==> src/design/rk2s_pkg.sv <==
// Package for the radix key to fixed-length string block.
// Holds widths, the configuration register indexes, the control structs and
// the clamping functions. Depends on nothing.
package rk2s_pkg;

  localparam int MAX_LEN   = 16;
  localparam int KEY_W     = 64;
  localparam int DIV_W     = KEY_W - 1;
  localparam int DIV_CNT_W = $clog2(DIV_W);
  localparam int CHAR_W    = 8;
  localparam int RADIX_W   = 9;
  localparam int LEN_W     = 5;
  localparam int CFG_IDX_W = 2;
  localparam int CFG_DATA_W = RADIX_W;

  localparam logic [CHAR_W-1:0]  BASE_CHAR_RST     = 8'd97;
  localparam logic [RADIX_W-1:0] ALPHABET_SIZE_RST = 9'd26;
  localparam logic [LEN_W-1:0]   PREFIX_LENGTH_RST = 5'd9;

  typedef enum logic [CFG_IDX_W-1:0] {
    CFG_BASE_CHAR     = 2'd0,
    CFG_ALPHABET_SIZE = 2'd1,
    CFG_PREFIX_LENGTH = 2'd2
  } cfg_idx_e;

  typedef enum logic [1:0] {
    ST_IDLE,
    ST_DIV,
    ST_EMIT,
    ST_OVF
  } state_e;

  // Divider control: load starts on a new dividend, start on the last quotient.
  typedef struct packed {
    logic load;
    logic start;
  } div_ctrl_t;

  typedef struct packed {
    logic done;
    logic quo_zero;
  } div_stat_t;

  typedef struct packed {
    logic push;
    logic pop;
  } stk_ctrl_t;

  // Radix outside 2..256 is pulled to the nearest end.
  function automatic logic [RADIX_W-1:0] clamp_radix(input logic [RADIX_W-1:0] r);
    logic [RADIX_W-1:0] res;
    if (r < RADIX_W'(2)) begin
      res = RADIX_W'(2);
    end else if (r > RADIX_W'(256)) begin
      res = RADIX_W'(256);
    end else begin
      res = r;
    end
    return res;
  endfunction

  // Length outside 1..MAX_LEN is pulled to the nearest end.
  function automatic logic [LEN_W-1:0] clamp_len(input logic [LEN_W-1:0] l);
    logic [LEN_W-1:0] res;
    if (l == '0) begin
      res = LEN_W'(1);
    end else if (l > LEN_W'(MAX_LEN)) begin
      res = LEN_W'(MAX_LEN);
    end else begin
      res = l;
    end
    return res;
  endfunction

endpackage

==> src/design/rk2s_if.sv <==
// Request channels of the radix key to fixed-length string block.
// One interface for incoming keys, one for outgoing characters.
// Depends on rk2s_pkg.
interface rk2s_key_if import rk2s_pkg::*; ();
  logic                    valid;
  logic                    ready;
  logic signed [KEY_W-1:0] key_value;

  modport source (output valid, output key_value, input ready);
  modport sink (input valid, input key_value, output ready);
endinterface

interface rk2s_chr_if import rk2s_pkg::*; ();
  logic              valid;
  logic              ready;
  logic [CHAR_W-1:0] character;
  logic              overflow;
  logic              last;

  modport source (output valid, output character, output overflow, output last,
                  input ready);
  modport sink (input valid, input character, input overflow, input last,
                output ready);
endinterface

==> src/design/rk2s_div.sv <==
// Bit-serial restoring divider: one quotient bit per cycle.
// The quotient stays in place so that the next division can start on it.
// Depends on rk2s_pkg.
module rk2s_div import rk2s_pkg::*; (
  input  logic               clk_i,
  input  logic               rst_ni,
  input  div_ctrl_t          ctrl_i,
  input  logic [DIV_W-1:0]   dividend_i,
  input  logic [RADIX_W-1:0] radix_i,
  output div_stat_t          stat_o,
  output logic [CHAR_W-1:0]  rem_o
);

  logic [DIV_W-1:0]     quo_q;
  logic [CHAR_W-1:0]    rem_q;
  logic [DIV_CNT_W-1:0] cnt_q;
  logic                 busy_q;
  logic                 done_q;

  logic [RADIX_W-1:0]   trial;
  logic [RADIX_W-1:0]   diff;
  logic                 sub_ok;

  // Bring down the next dividend bit and try to subtract the radix.
  always_comb begin
    trial  = {rem_q, quo_q[DIV_W-1]};
    sub_ok = (trial >= radix_i);
    diff   = trial - radix_i;
  end

  // Control state of the divider.
  always_ff @(posedge clk_i or negedge rst_ni) begin
    if (!rst_ni) begin
      busy_q <= 1'b0;
      done_q <= 1'b0;
      cnt_q  <= '0;
    end else if (ctrl_i.load || ctrl_i.start) begin
      busy_q <= 1'b1;
      done_q <= 1'b0;
      cnt_q  <= '0;
    end else if (busy_q) begin
      cnt_q <= cnt_q + DIV_CNT_W'(1);
      if (cnt_q == DIV_CNT_W'(DIV_W - 1)) begin
        busy_q <= 1'b0;
        done_q <= 1'b1;
      end
    end
  end

  // Datapath: quotient bits shift in at the bottom as dividend bits leave the top.
  always_ff @(posedge clk_i) begin
    if (ctrl_i.load) begin
      quo_q <= dividend_i;
      rem_q <= '0;
    end else if (ctrl_i.start) begin
      rem_q <= '0;
    end else if (busy_q) begin
      quo_q <= {quo_q[DIV_W-2:0], sub_ok};
      rem_q <= sub_ok ? diff[CHAR_W-1:0] : trial[CHAR_W-1:0];
    end
  end

  assign stat_o.done     = done_q;
  assign stat_o.quo_zero = (quo_q == '0);
  assign rem_o           = rem_q;

endmodule

==> src/design/rk2s_stack.sv <==
// Character stack built as a shift register of MAX_LEN entries.
// Digits arrive least significant first and leave most significant first.
// Depends on rk2s_pkg.
module rk2s_stack import rk2s_pkg::*; (
  input  logic              clk_i,
  input  stk_ctrl_t         ctrl_i,
  input  logic [CHAR_W-1:0] data_i,
  output logic [CHAR_W-1:0] top_o
);

  logic [CHAR_W-1:0] stk_q [MAX_LEN];

  // A push moves every entry one place down, a pop one place up.
  always_ff @(posedge clk_i) begin
    if (ctrl_i.push) begin
      stk_q[0] <= data_i;
      for (int i = 1; i < MAX_LEN; i++) begin
        stk_q[i] <= stk_q[i-1];
      end
    end else if (ctrl_i.pop) begin
      for (int i = 0; i < MAX_LEN - 1; i++) begin
        stk_q[i] <= stk_q[i+1];
      end
    end
  end

  assign top_o = stk_q[0];

endmodule

==> src/design/radix_key_to_fixed_length_string.sv <==
// Radix key to fixed-length string: top level.
// Uses rk2s_pkg, rk2s_if, rk2s_div and rk2s_stack.
//
// A key arrives on key_in as a valid/ready request and is written as
// prefix_length characters of base alphabet_size, most significant first,
// each equal to base_char plus its digit. Characters leave on res_out, with
// last set on the final one. A negative key is taken and dropped without any
// result. A key that needs more digits than prefix_length gives a single
// result with overflow and last set and a character of zero.
// The block works on one key at a time: key_in.ready is high only while idle.
// Each digit costs one pass of the bit-serial divider, after which the
// character for its remainder is pushed onto the stack; all characters of a
// key are computed before its first character leaves. While the receiver
// holds res_out.ready low the current character holds and the block waits.
// After reset the registers hold base_char 97, alphabet_size 26 and
// prefix_length 9, and the block is idle.
// The configuration port writes one register per cycle with cfg_we_i.
module radix_key_to_fixed_length_string import rk2s_pkg::*; (
  input  logic                  clk_i,
  input  logic                  rst_ni,
  input  logic                  cfg_we_i,
  input  logic [CFG_IDX_W-1:0]  cfg_idx_i,
  input  logic [CFG_DATA_W-1:0] cfg_data_i,
  rk2s_key_if.sink              key_in,
  rk2s_chr_if.source            res_out
);

  logic [CHAR_W-1:0]  base_char_q;
  logic [RADIX_W-1:0] alphabet_size_q;
  logic [LEN_W-1:0]   prefix_length_q;

  state_e             state_q, state_d;
  logic [LEN_W-1:0]   cnt_q, cnt_d;

  logic [RADIX_W-1:0] radix;
  logic [LEN_W-1:0]   len;
  div_ctrl_t          div_ctrl;
  div_stat_t          div_stat;
  logic [CHAR_W-1:0]  div_rem;
  stk_ctrl_t          stk_ctrl;
  logic [CHAR_W-1:0]  stk_top;
  logic [CHAR_W-1:0]  new_char;

  // Configuration registers.
  always_ff @(posedge clk_i or negedge rst_ni) begin
    if (!rst_ni) begin
      base_char_q     <= BASE_CHAR_RST;
      alphabet_size_q <= ALPHABET_SIZE_RST;
      prefix_length_q <= PREFIX_LENGTH_RST;
    end else if (cfg_we_i) begin
      unique case (cfg_idx_i)
        CFG_BASE_CHAR:     base_char_q     <= cfg_data_i[CHAR_W-1:0];
        CFG_ALPHABET_SIZE: alphabet_size_q <= cfg_data_i[RADIX_W-1:0];
        CFG_PREFIX_LENGTH: prefix_length_q <= cfg_data_i[LEN_W-1:0];
        default: ;
      endcase
    end
  end

  assign radix    = clamp_radix(alphabet_size_q);
  assign len      = clamp_len(prefix_length_q);
  assign new_char = base_char_q + div_rem;

  // State register and digit counter.
  always_ff @(posedge clk_i or negedge rst_ni) begin
    if (!rst_ni) begin
      state_q <= ST_IDLE;
      cnt_q   <= '0;
    end else begin
      state_q <= state_d;
      cnt_q   <= cnt_d;
    end
  end

  // Next state and handshake outputs.
  always_comb begin
    state_d           = state_q;
    cnt_d             = cnt_q;
    div_ctrl          = '0;
    stk_ctrl          = '0;
    key_in.ready      = 1'b0;
    res_out.valid     = 1'b0;
    res_out.character = stk_top;
    res_out.overflow  = 1'b0;
    res_out.last      = 1'b0;
    unique case (state_q)
      ST_IDLE: begin
        key_in.ready = 1'b1;
        if (key_in.valid && !key_in.key_value[KEY_W-1]) begin
          div_ctrl.load = 1'b1;
          cnt_d         = '0;
          state_d       = ST_DIV;
        end
      end
      ST_DIV: begin
        if (div_stat.done) begin
          stk_ctrl.push = 1'b1;
          if (cnt_q + LEN_W'(1) == len) begin
            cnt_d   = len;
            state_d = div_stat.quo_zero ? ST_EMIT : ST_OVF;
          end else begin
            cnt_d          = cnt_q + LEN_W'(1);
            div_ctrl.start = 1'b1;
          end
        end
      end
      ST_EMIT: begin
        res_out.valid = 1'b1;
        res_out.last  = (cnt_q == LEN_W'(1));
        if (res_out.ready) begin
          stk_ctrl.pop = 1'b1;
          cnt_d        = cnt_q - LEN_W'(1);
          if (cnt_q == LEN_W'(1)) begin
            state_d = ST_IDLE;
          end
        end
      end
      ST_OVF: begin
        res_out.valid     = 1'b1;
        res_out.character = '0;
        res_out.overflow  = 1'b1;
        res_out.last      = 1'b1;
        if (res_out.ready) begin
          state_d = ST_IDLE;
        end
      end
      default: state_d = ST_IDLE;
    endcase
  end

  rk2s_div u_div (
    .clk_i      (clk_i),
    .rst_ni     (rst_ni),
    .ctrl_i     (div_ctrl),
    .dividend_i (key_in.key_value[DIV_W-1:0]),
    .radix_i    (radix),
    .stat_o     (div_stat),
    .rem_o      (div_rem)
  );

  rk2s_stack u_stack (
    .clk_i  (clk_i),
    .ctrl_i (stk_ctrl),
    .data_i (new_char),
    .top_o  (stk_top)
  );

endmodule
==> src/flat_wrapper.sv <==
// flat-port wrapper written by rule: the top's interface ports become plain ports
module radix_key_to_fixed_length_string_flat import rk2s_pkg::*;
  (clk_i, rst_ni, cfg_we_i, cfg_idx_i, cfg_data_i, key_in_valid, key_in_key_value, key_in_ready, res_out_valid, res_out_character, res_out_overflow, res_out_last, res_out_ready);
  rk2s_key_if key_in_i ();
  rk2s_chr_if res_out_i ();
  input  logic clk_i;
  input  logic rst_ni;
  input  logic cfg_we_i;
  input  logic [CFG_IDX_W-1:0] cfg_idx_i;
  input  logic [CFG_DATA_W-1:0] cfg_data_i;
  input wire logic [$bits(key_in_i.valid)-1:0] key_in_valid;
  input wire logic [$bits(key_in_i.key_value)-1:0] key_in_key_value;
  output wire logic [$bits(key_in_i.ready)-1:0] key_in_ready;
  output wire logic [$bits(res_out_i.valid)-1:0] res_out_valid;
  output wire logic [$bits(res_out_i.character)-1:0] res_out_character;
  output wire logic [$bits(res_out_i.overflow)-1:0] res_out_overflow;
  output wire logic [$bits(res_out_i.last)-1:0] res_out_last;
  input wire logic [$bits(res_out_i.ready)-1:0] res_out_ready;
  assign key_in_i.valid = key_in_valid;
  assign key_in_i.key_value = key_in_key_value;
  assign key_in_ready = key_in_i.ready;
  assign res_out_valid = res_out_i.valid;
  assign res_out_character = res_out_i.character;
  assign res_out_overflow = res_out_i.overflow;
  assign res_out_last = res_out_i.last;
  assign res_out_i.ready = res_out_ready;
  radix_key_to_fixed_length_string u_core (.clk_i(clk_i), .rst_ni(rst_ni), .cfg_we_i(cfg_we_i), .cfg_idx_i(cfg_idx_i), .cfg_data_i(cfg_data_i), .key_in(key_in_i), .res_out(res_out_i));
endmodule
==> config.mk <==
export PLATFORM = sky130hd
export DESIGN_NAME = radix_key_to_fixed_length_string_flat
export DESIGN_NICKNAME = d
export VERILOG_FILES = /design/src/design/rk2s_pkg.sv /design/src/design/rk2s_if.sv /design/src/design/rk2s_div.sv /design/src/design/rk2s_stack.sv /design/src/design/radix_key_to_fixed_length_string.sv /design/src/flat_wrapper.sv
export SDC_FILE = /design/constraint.sdc
export NUM_CORES = 1
export LEC_CHECK = 0
export BUFFER_PORTS_ARGS = -buffer_cell sky130_fd_sc_hd__buf_2
export CAP_MARGIN = 15
export CORE_MARGIN = 5
export CORE_UTILIZATION = 40
export DETAILED_ROUTE_END_ITERATION = 6
export REMOVE_ABC_BUFFERS = 1
export SLEW_MARGIN = 20
export SYNTH_ARGS = -nofsm -noshare
export SYNTH_HDL_FRONTEND = slang
export SYNTH_HIERARCHICAL = 1
export SYNTH_SLANG_ARGS = --single-unit
==> constraint.sdc <==
create_clock -name clk_i -period 6.1 [get_ports clk_i]
set_input_delay 0.61 -clock clk_i [delete_from_list [all_inputs] [get_ports clk_i]]
set_output_delay 0.61 -clock clk_i [all_outputs]
set_load 0.02 [all_outputs]
==> Word level (Yosys, flattened, before mapping) <==
Memories as Yosys holds them, arrays and structs flattened.
Cells that the tools add are included.
W data, S select, Z words.
{ "word_totals": {"ff_bits": 108, "mem_bits_rw": 128, "inputBits": 80, "output_inout_bits": 12, "mem_count": 1} }
{ "op_classes": {"n_addsub": 5, "n_lt_le_gt_ge": 4, "eq_ne": 15, "n_mux": 63, "n_bitwise": 15, "reduce_logical": 20} }
{ "mem_list": {"columns": ["memory", "depth", "width", "rd", "rd_ports_with_merged_regs", "wr", "line", "rtl"], "rows": [
  ["u_core.u_stack.stk_q", 16, 8, 16, 0, 16, "rk2s_stack.sv:11", "logic [CHAR_W-1:0] stk_q [MAX_LEN];"]
]} }
{ "op_table": {"columns": ["cell", "n"], "rows": [
  ["$mux W63", 3],
  ["$mux W8", 17],
  ["$logic_not A63 Y1", 1],
  ["$mux W5", 6],
  ["$mux W1", 24],
  ["$mux W9", 2],
  ["$or A1 B1 Y1", 15],
  ["$pmux W5 S3", 1],
  ["$mux W2", 6],
  ["$mux W6", 2],
  ["$reduce_and A2 Y1", 5],
  ["$ge A9 B9 Y1", 1],
  ["$gt A9 B9 Y1 const B", 1],
  ["$lt A9 B2 Y1 const B", 1],
  ["$add A8 B8 Y8", 1],
  ["$ne A2 B1 Y1 const B", 4],
  ["$pmux W2 S4", 1],
  ["$sub A8 B8 Y8", 1],
  ["$add A6 B1 Y6 const B", 1],
  ["$eq A2 B2 Y1 const B", 3],
  ["$eq A6 B6 Y1 const B", 1],
  ["$ne A2 B2 Y1 const B", 3],
  ["$reduce_and A6 Y1", 1],
  ["$reduce_bool A2 Y1", 3],
  ["15 further kinds", 18]
]} }

==> Longest topological paths before layout <==
{ "depth": {"depth_word": 10, "depth_mapped": 13, "ltp_nobuf": 12} }

==> By module <==
Netlist, hierarchy kept.
{ "modules_own_cells": {"columns": ["mod", "n_inst", "cells_each", "area_per_inst_um2", "seq_area_each_um2"], "rows": [
  ["rk2s_stack", 1, 272, 5781.8, 3843.7],
  ["rk2s_div", 1, 310, 4001.3, 2252.2],
  ["radix_key_to_fixed_length_string", 1, 203, 2028.2, 735.7]
]} }

==> Worst setup path before layout <==
Ideal clock, no wire load.
{ "synth_path": {"path_type": "register to register", "from": "register u_core.cnt_q[0]", "to": "register u_core.u_div.quo_q[0] (enable)", "setup_time_ps": 497, "arrival_ps": 5087, "slack_ps": 516, "path_stages_with_launch": 10, "n_path_buf": 1, "cell_sequence": "dfrtp_1 -> clkdlybuf4s50_2 -> inv_1 -> ha_1 -> nor3b_1 -> a32oi_1 -> o32ai_1 -> o2111a_2 -> and2b_2 -> o21bai_1"} }
{ "synth_rtl": {"columns": ["element", "line", "rtl"], "rows": [
  ["from (decl)", "radix_key_to_fixed_length_string.sv:33", "logic [LEN_W-1:0] cnt_q, cnt_d;"],
  ["from (signal assigned)", "radix_key_to_fixed_length_string.sv:71", "cnt_q <= cnt_d;"],
  ["to (signal assigned)", "rk2s_div.sv:53", "quo_q <= dividend_i;"],
  ["to (signal assigned)", "rk2s_div.sv:58", "quo_q <= {quo_q[DIV_W-2:0], sub_ok};"],
  ["to (decl)", "rk2s_div.sv:14", "logic [DIV_W-1:0] quo_q;"]
]} }

==> metrics.txt <==
status=complete, no violations; Sw Ratio=30.17%; post-route clock period utilization=57.80%; number of flops mapped to enable cells by yosys=191; Worst R2R Setup Slack=2.57 ns; CTS Buffer Depth=3; share of flip-flops with an asynchronous set or reset=15.68%; met3 usage in global routing=3.786%; global-route met2 utilization=19.10%; total CTS buffers=27; number of remaining DRC errors=0; Detailed Route WL=22.10 mm; Die Height=181.8 microns; Switch Pwr=2.039 mW; # rows=63; crit-path max cell delay=0.58 ns; CP Cell Sequence=inv_1 -> ha_1 -> nor3b_1 -> a32oi_1 -> o32ai_1 -> o2111a_2 -> and2b_2 -> o21bai_4 -> buf_4; initial drt markers=387; GR peak layer=met1; Post-CTS Hold Buffers=0; clk_lat worst skew=0.52 ns; Setup TNS Final=0 ns; gr usage total=13.06%; commonest non-fill, non-tap cell in the layout=edfxtp_1; HPWL after detailed placement=14.90 mm; initial core utilization=40.17%; Avg Cell Area, Syn=15.05 sq um; pwr/cell area=505.2 mW/mm^2; met1 Use GR=19.45%; Setup crit start=u_core/cnt_q[0]; Critical Path Start Type=flop; crit-path max FO=41; port bufs=91; Final Setup Violations=0; DIE WIDTH=181.8 microns; slowest stage cell, crit path=o21bai_4; Fin. Hold Viols=0; DRT Pass-1 Iters=5; Area Overhead vs Synth=13.29%; nets=978; Core Box Area=0.02940 sq mm; max_slew headroom=34.91%; number of global-route vias before repair=6558; initial antenna violation count=8; Slew @ Worst Pin=0.9675 ns; Comb pwr share=30.7%; Congestion Overflow GR=0; Setup Fix Bufs, Post-CTS=0; Seq cells post-synth=236; sequential share of power=44.5%; clock-pin slew on the worst setup and hold paths=0.06 ns; Worst Setup End Kind=flop; first-pass GRT wire length=35.72 mm; Fmax=283.6 MHz; Vias=6489; footprint of the multi-input gates=0.004512 sq mm; Leak=5.304 nW; post-DR vias/cell=5.062; clock net sink count=236; root buffer cell=clkbuf_16; Synth Warn #=6; fin. max-slew vios=0; Synth Instances=785; commonest cells after routing, fill and taps aside=191 x edfxtp_1, 125 x mux2_2, 91 x buf_2, 80 x mux2_4, 31 x nor2_1; VDD IR max=0.2162 mV; CP required=6.26 ns; Internal Power=4.720 mW; Worst Path Arrival=3.69 ns; RePlAce Congestion=0.8180; Synth Flop Type=edfxtp_1; reg-to-reg endpoint=u_core/u_div/quo_q[9]; CTS tree=done; Syn Std Cell Area=0.01181 sq mm; Ports=92; Min-Delay Path Class=in2async; crit path capture=u_core/u_div/quo_q[9]; Synth cell types=67; Reg area=0.006832 sq mm; H-tree depth=1; cells on worst reg2reg path=9; Max Cap Viol=0; layout cells sized above 1=41.53%; Clk pwr share=24.8%; Tmin final=3.526 ns; Reg2Reg Launch Point=u_core/cnt_q[0]; die area=0.03307 sq mm; RSZ-0062 raised after global routing=false; pin count of the biggest net entering global routing=67; clk_skew=0.01248 ns; post-CTS sizing=0; Pwr Total=6.760 mW; critical path class=reg2reg; post-synthesis sequential area ratio=57.84%; FILL cells=2599; ANT nets after route=0; WL per Instance=17.24 microns
==> state kept, by name, summed over array words and instances (netlist names) <==
register and flops:
u_core/alphabet_size_q 9, u_core/base_char_q 8, u_core/cnt_q 5, u_core/prefix_length_q 5
u_core/state_q 2, u_core/u_div/busy_q 1, u_core/u_div/cnt_q 6, u_core/u_div/done_q 1
u_core/u_div/quo_q 63, u_core/u_div/rem_o 8, u_core/u_stack/stk_q 128
==> power by group through the flow <==
stage / combinational (mW) / sequential (mW) / clock (mW)
5_1_grt: 2.31 / 3.08 / 1.80
2_1_floorplan: 1.65 / 2.91 / 0
3_5_place_dp: 2.09 / 3.04 / 0
6_report: 2.07 / 3.01 / 1.68
3_3_place_gp: 2.06 / 3.03 / 0
4_1_cts: 2.11 / 3.02 / 1.73
==> per-stage QoR <==
step | utilization, % | worst slack (ns) | hold WS, ns | cell area (sq um) | std cells
6_report | 45.51 | 2.574 | 0.2126 | 13380 | 1282
5_1_grt | 45.51 | 2.330 | 0.2697 | 13380 | 1282
4_1_cts | 45.50 | 2.576 | 0.2195 | 13380 | 1281
3_5_place_dp | 42.33 | 2.595 | 0.4324 | 12440 | 1231
3_3_place_gp | 42.33 | 2.636 | 0.4236 | 12440 | 1231
2_1_floorplan | - | 0.2278 | 0.3144 | 11420 | 742
==> cells in the mapped netlist (6+ instances only) <==
| master | count | area (sq um) |
|---|---|---|
| nand3_1 | 9 | 45.04 |
| dfrtp_1 | 29 | 725.7 |
| dfxtp_1 | 8 | 160.2 |
| xor2_1 | 8 | 70.07 |
| xnor2_1 | 11 | 96.34 |
| a31oi_1 | 7 | 43.79 |
| nor2_1 | 32 | 120.1 |
| mux2_2 | 125 | 1408 |
| o21ai_0 | 24 | 120.1 |
| edfxtp_1 | 191 | 5736 |
| dfstp_2 | 8 | 210.2 |
| inv_1 | 26 | 97.59 |
| buf_4 | 10 | 75.07 |
| clkbuf_1 | 9 | 33.78 |
| nand2_1 | 26 | 97.59 |
| buf_12 | 8 | 160.2 |
| buf_2 | 10 | 50.05 |
| nor2b_1 | 15 | 93.84 |
| ha_1 | 26 | 325.3 |
| a21oi_1 | 14 | 70.07 |
| nor4_1 | 17 | 106.4 |
| mux2_4 | 80 | 1201 |
| nand4_1 | 6 | 37.54 |
==> worst max-delay path, delay by kind of cell, from the launching register on <==
kind                       cells  cell delay [ns]
and+or+nand+nor                2             0.48
adders and majority gates      1             0.36
buffers and inverters          2             0.67
DFF                            1             0.50
AOI/OAI and AO/OA              4             1.12
==> cell type report <==
type                            count  share of cell area (%)
Inverter                           26                  0.7293
Timing Repair Buffer               99                   3.852
Antenna cell                        1                 0.01870
Tap cell                          390                   3.647
Sequential cell                   236                   51.05
Clock buffer                       32                   5.339
Clock inverter                     18                   1.646
Multi-Input combinational cell    480                   33.72
==> worst min path at each step <==
stage	start	end	slack (ns)	cells after the start
finish	rst_ni	u_core/alphabet_size_q[8]	0.21	1
global route	rst_ni	u_core/u_div/cnt_q[1]	0.27	1
CTS	rst_ni	u_core/u_div/cnt_q[0]	0.22	1
detailed placement	u_core/u_stack/stk_q[0][119]	u_core/u_stack/stk_q[0][127]	0.43	0
global placement	u_core/u_stack/stk_q[0][118]	u_core/u_stack/stk_q[0][126]	0.42	0
floorplan	rst_ni	u_core/alphabet_size_q[0]	0.31	0
==> kinds of logic after synthesis <==
| group | count (synthesis) | synth area share [%] |
|---|---|---|
| xor gates and xnor gates | 20 | 1.600 |
| buffers and inverters | 69 | 4.152 |
| DFF | 236 | 57.84 |
| and+or+nand+nor | 142 | 6.419 |
| AOI/OAI and AO/OA | 84 | 4.725 |
| adders and majority gates | 28 | 3.093 |
| muxes | 206 | 22.17 |
==> layer usage <==
| metal | vias to the layer above | wire (microns) |
|---|---|---|
| li1 | 3144 | - |
| met1 | 3136 | 10860 |
| met2 | 156 | 9358 |
| met3 | 39 | 1492 |
| met4 | 14 | 322 |
| met5 | - | 69 |
(Power assumes the default switching activity.)
